**config.mk**
```make
export PLATFORM = sky130hd
export DESIGN_NAME = lge_row_unit
export DESIGN_NICKNAME = d
export VERILOG_FILES = /design/src/sv/lge_pkg.sv /design/src/sv/lge_row_unit.sv
export SDC_FILE = /design/constraint.sdc
export NUM_CORES = 1
export LEC_CHECK = 0
export BUFFER_PORTS_ARGS = -buffer_cell sky130_fd_sc_hd__buf_2
export CORE_MARGIN = 4
export CORE_UTILIZATION = 50
export DETAILED_ROUTE_END_ITERATION = 8
export PLACE_DENSITY = 0.79
export SLEW_MARGIN = 40
export SYNTH_ARGS = -nofsm -noshare
export SYNTH_HDL_FRONTEND = slang
export SYNTH_SLANG_ARGS = --single-unit
```
**constraint.sdc**
```tcl
create_clock -name vclk -period 3.1
set_input_delay 0 -clock vclk [all_inputs]
set_output_delay 0 -clock vclk [all_outputs]
set_load 0.02 [all_outputs]
```
**src/sv/lge_pkg.sv**
```systemverilog
// Package: shared types and constants of the life generation engine.
`timescale 1ns / 1ps

package lge_pkg;

   localparam int MAX_COLS  = 64;
   localparam int MAX_ROWS  = 64;
   localparam int ROW_AW    = 6;
   localparam int CNT_W     = 7;
   localparam int GEN_W     = 16;
   localparam int CSR_IDX_W = 2;
   localparam int CSR_DAT_W = 16;

   typedef logic [MAX_COLS-1:0] row_type;
   typedef logic [ROW_AW-1:0]   row_addr_type;
   typedef logic [CNT_W-1:0]    row_cnt_type;
   typedef logic [GEN_W-1:0]    gen_cnt_type;

   localparam logic [CSR_IDX_W-1:0] CSR_GRID_COLS   = 2'd0;
   localparam logic [CSR_IDX_W-1:0] CSR_GRID_ROWS   = 2'd1;
   localparam logic [CSR_IDX_W-1:0] CSR_GENERATIONS = 2'd2;

   localparam row_cnt_type COLS_RESET = 7'd64;
   localparam row_cnt_type ROWS_RESET = 7'd64;

   // Grid RAM port bundle: one write and one read per cycle.
   typedef struct packed {
      logic         wr_en;
      row_addr_type wr_addr;
      row_type      wr_data;
      row_addr_type rd_addr;
   } ram_req_type;

endpackage

```
**src/sv/lge_row_unit.sv**
```systemverilog
// Next-row evaluator: B3/S23 rule on one row from its two neighbor rows.
`timescale 1ns / 1ps

module lge_row_unit (
   input  lge_pkg::row_type above,
   input  lge_pkg::row_type current,
   input  lge_pkg::row_type below,
   input  lge_pkg::row_type col_mask,
   output lge_pkg::row_type next_row
);

   lge_pkg::row_type planes [8];
   lge_pkg::row_type s0;
   lge_pkg::row_type s1;
   lge_pkg::row_type s2;
   lge_pkg::row_type c0;
   lge_pkg::row_type c1;

   always_comb begin
      planes[0] = above << 1;
      planes[1] = above;
      planes[2] = above >> 1;
      planes[3] = current << 1;
      planes[4] = current >> 1;
      planes[5] = below << 1;
      planes[6] = below;
      planes[7] = below >> 1;
      s0 = '0;
      s1 = '0;
      s2 = '0;
      c0 = '0;
      c1 = '0;
      // bitwise counter per column: s1:s0 low bits, s2 flags four or more
      for (int p = 0; p < 8; p++) begin
         c0 = s0 & planes[p];
         s0 = s0 ^ planes[p];
         c1 = s1 & c0;
         s1 = s1 ^ c0;
         s2 = s2 | c1;
      end
      next_row = s1 & ~s2 & (s0 | current) & col_mask;
   end

endmodule

```
==> results.json <==
{
  "drt.antenna.violating_nets": 0,
  "seq_cells": 0,
  "fin_nets": 2610,
  "grt_max_degree": 5,
  "drc_errors": 0,
  "synth_top_cell_by_area": "ha_1",
  "grt-ovfl-total": 0,
  "syn2layout_area_growth_pct": 41.34,
  "whs_ns": 0.3504,
  "fp.dieH_um": 170.9,
  "critPathSlowestCell": "fa_1",
  "core_area_um2": 26060,
  "syn_nets": 2217,
  "p_per_area_nw_per_um2": 435.1,
  "finalCritPeriodShare_pct": 101.3,
  "yosysSeqAreaShare_pct": 0,
  "ys_top_cells_by_area": "ha_1 65%, fa_1 19%, o211a_1 4.4%",
  "hold_viol": 0,
  "portBuffers": 320,
  "pin_count": 320,
  "rsz0062_at_grt": "true",
  "worst_pin_slew_ns": 0.3243,
  "required_ns": 3.10,
  "place.gp.congestion": 0.8655,
  "violations": "negative setup slack",
  "die-area_um2": 29210,
  "slew_violations": 0,
  "synth_cell_types": 13,
  "p_leak_nw": 10.10,
  "start_kind": "primary input",
  "setup_viol": 6,
  "fmax_mhz": 318.6,
  "drive_gt1_share_pct": 44.68,
  "hpwl_um": 28570,
  "grt_use_total_pct": 20.99,
  "postCtsSetupBuffers": 0,
  "max_cap_viol_count": 0,
  "grt_pass1_vias": 11500,
  "drt_iter0_drc": 346,
  "max_stage_delay_ns": 0.55,
  "die_x_um": 170.9,
  "routed_wl_um": 38430,
  "postCtsHoldBufs": 0,
  "regArea_um2": 0,
  "crit_fanout": 3,
  "wire_per_inst_um": 20.53,
  "via_count": 10600,
  "postPlaceCellArea_um2": 15840,
  "fin_ws_ns": -0.03922,
  "syn_avg_cell_area_um2": 11.62,
  "utilization_pct": 71.98,
  "worstPathCellList": "buf_2, inv_2, fa_1, inv_1, ha_1, fa_1, ha_1, ha_4, ha_4, ha_2, nor4bb_4, o211a_1, buf_6",
  "viasPerCell": 5.664,
  "fin_crit_ns": 3.139,
  "row_count": 59,
  "final_area_um2": 18760,
  "critPathKind": "in2out",
  "start_util_pct": 50.92,
  "slew_headroom_pct": 78.07,
  "firstDrtPassIters": 5,
  "grt_antenna_before_repair": 6,
  "hold_path_class": "in2out",
  "synth_cells": 1142,
  "cp.arrival_ns": 3.14,
  "n_clock_buffer": 0,
  "grt_pass1_wl_um": 51830,
  "critPathCaptureType": "primary output",
  "syn_area_um2": 13270,
  "ys_warn_count": 0,
  "yosysTopAreaCellShare_pct": 65.15,
  "dp_worst_setup_slack_ns": -0.2046,
  "ir_drop_v": 0.0003986,
  "status": "finished, violations left"
}
final cells by class:
cell class,instances,area (um^2)
diodes,4,10.01
multi-input cells,1012,15150
fillers,1584,7302
well taps,335,419.2
inverters,130,573.1
repair buffers,391,2603
cell usage after synthesis (all sizes together):
cell      n
o2111a    3
nor4      3
nor3     56
or4       1
nor3b     2
inv     130
o211a    58
nor4b     5
fa      128
nor4bb   56
nor2      6
nand2     3
ha      691
cells by family after synthesis:
kind of cell,count (synthesis),share of synthesized area (%)
AOI/OAI and AO/OA,61,4.629
buffers and inverters,130,3.677
adders and majority gates,819,84.46
and+or+nand+nor,132,7.232
worst paths after layout:
| check | from | endpoint | slack (ns) | cells after the start |
|---|---|---|---|---|
| setup / recovery | above[8] | next_row[9] | -0.04 | 13 |
| hold / removal | col_mask[0] | next_row[0] | 0.35 | 4 |
report_power, final:
group / leakage (nW) / switching, mW / total (mW) / internal, mW
registers: 0 / 0 / 0 / 0
clock network: 0.0000254 / 0 / 0.000000173 / 0.000000173
logic: 10.1 / 3.64 / 8.16 / 4.52
total: 10.1 / 3.64 / 8.16 / 4.52
metrics by stage:
stage               power [mW]  instances  TNS (ns)
floorplan                3.484       1142         0
global placement         4.621       1868   -0.5318
detailed placement       5.093       1868    -4.465
CTS                      5.757       1868  -0.06821
global route             9.071       1871    -1.477
finish                   8.161       1872   -0.1528
what timing repair did:
item / CTS / global route
endpoints found under the hold margin: 0 / 0
pin swaps: 67 / 210
setup endpoints to repair: 59 / 62
gates resized for setup: 195 / 350
placed cells by master, fill, tap and decap left out, types with 4 or more instances in the layout:
cell type	n
buf_2	229
buf_4	103
buf_6	54
buf_8	5
diode_2	4
fa_1	128
ha_1	524
ha_2	53
ha_4	114
inv_1	66
inv_2	33
inv_4	28
nor2_1	6
nor3_1	56
nor4b_4	4
nor4bb_2	13
nor4bb_4	43
o211a_1	58
critical path, delay by kind of cell:
family / cells / cell delay, ns
AO/OA/AOI/OAI: 1 / 0.19
adder cells (fa/ha/maj): 7 / 2.40
AND/OR/NAND/NOR: 1 / 0.19
buffers and inverters: 4 / 0.35
per-layer routing:
layer / vias up / track usage (%) / wire (um)
li1: 4985 / - / -
met1: 5175 / 24.99 / 14360
met2: 342 / 40.82 / 20400
met3: 95 / 2.588 / 2412
met4: 6 / 3.376 / 1209
met5: - / 0 / 42
(Power assumes the default switching activity.)
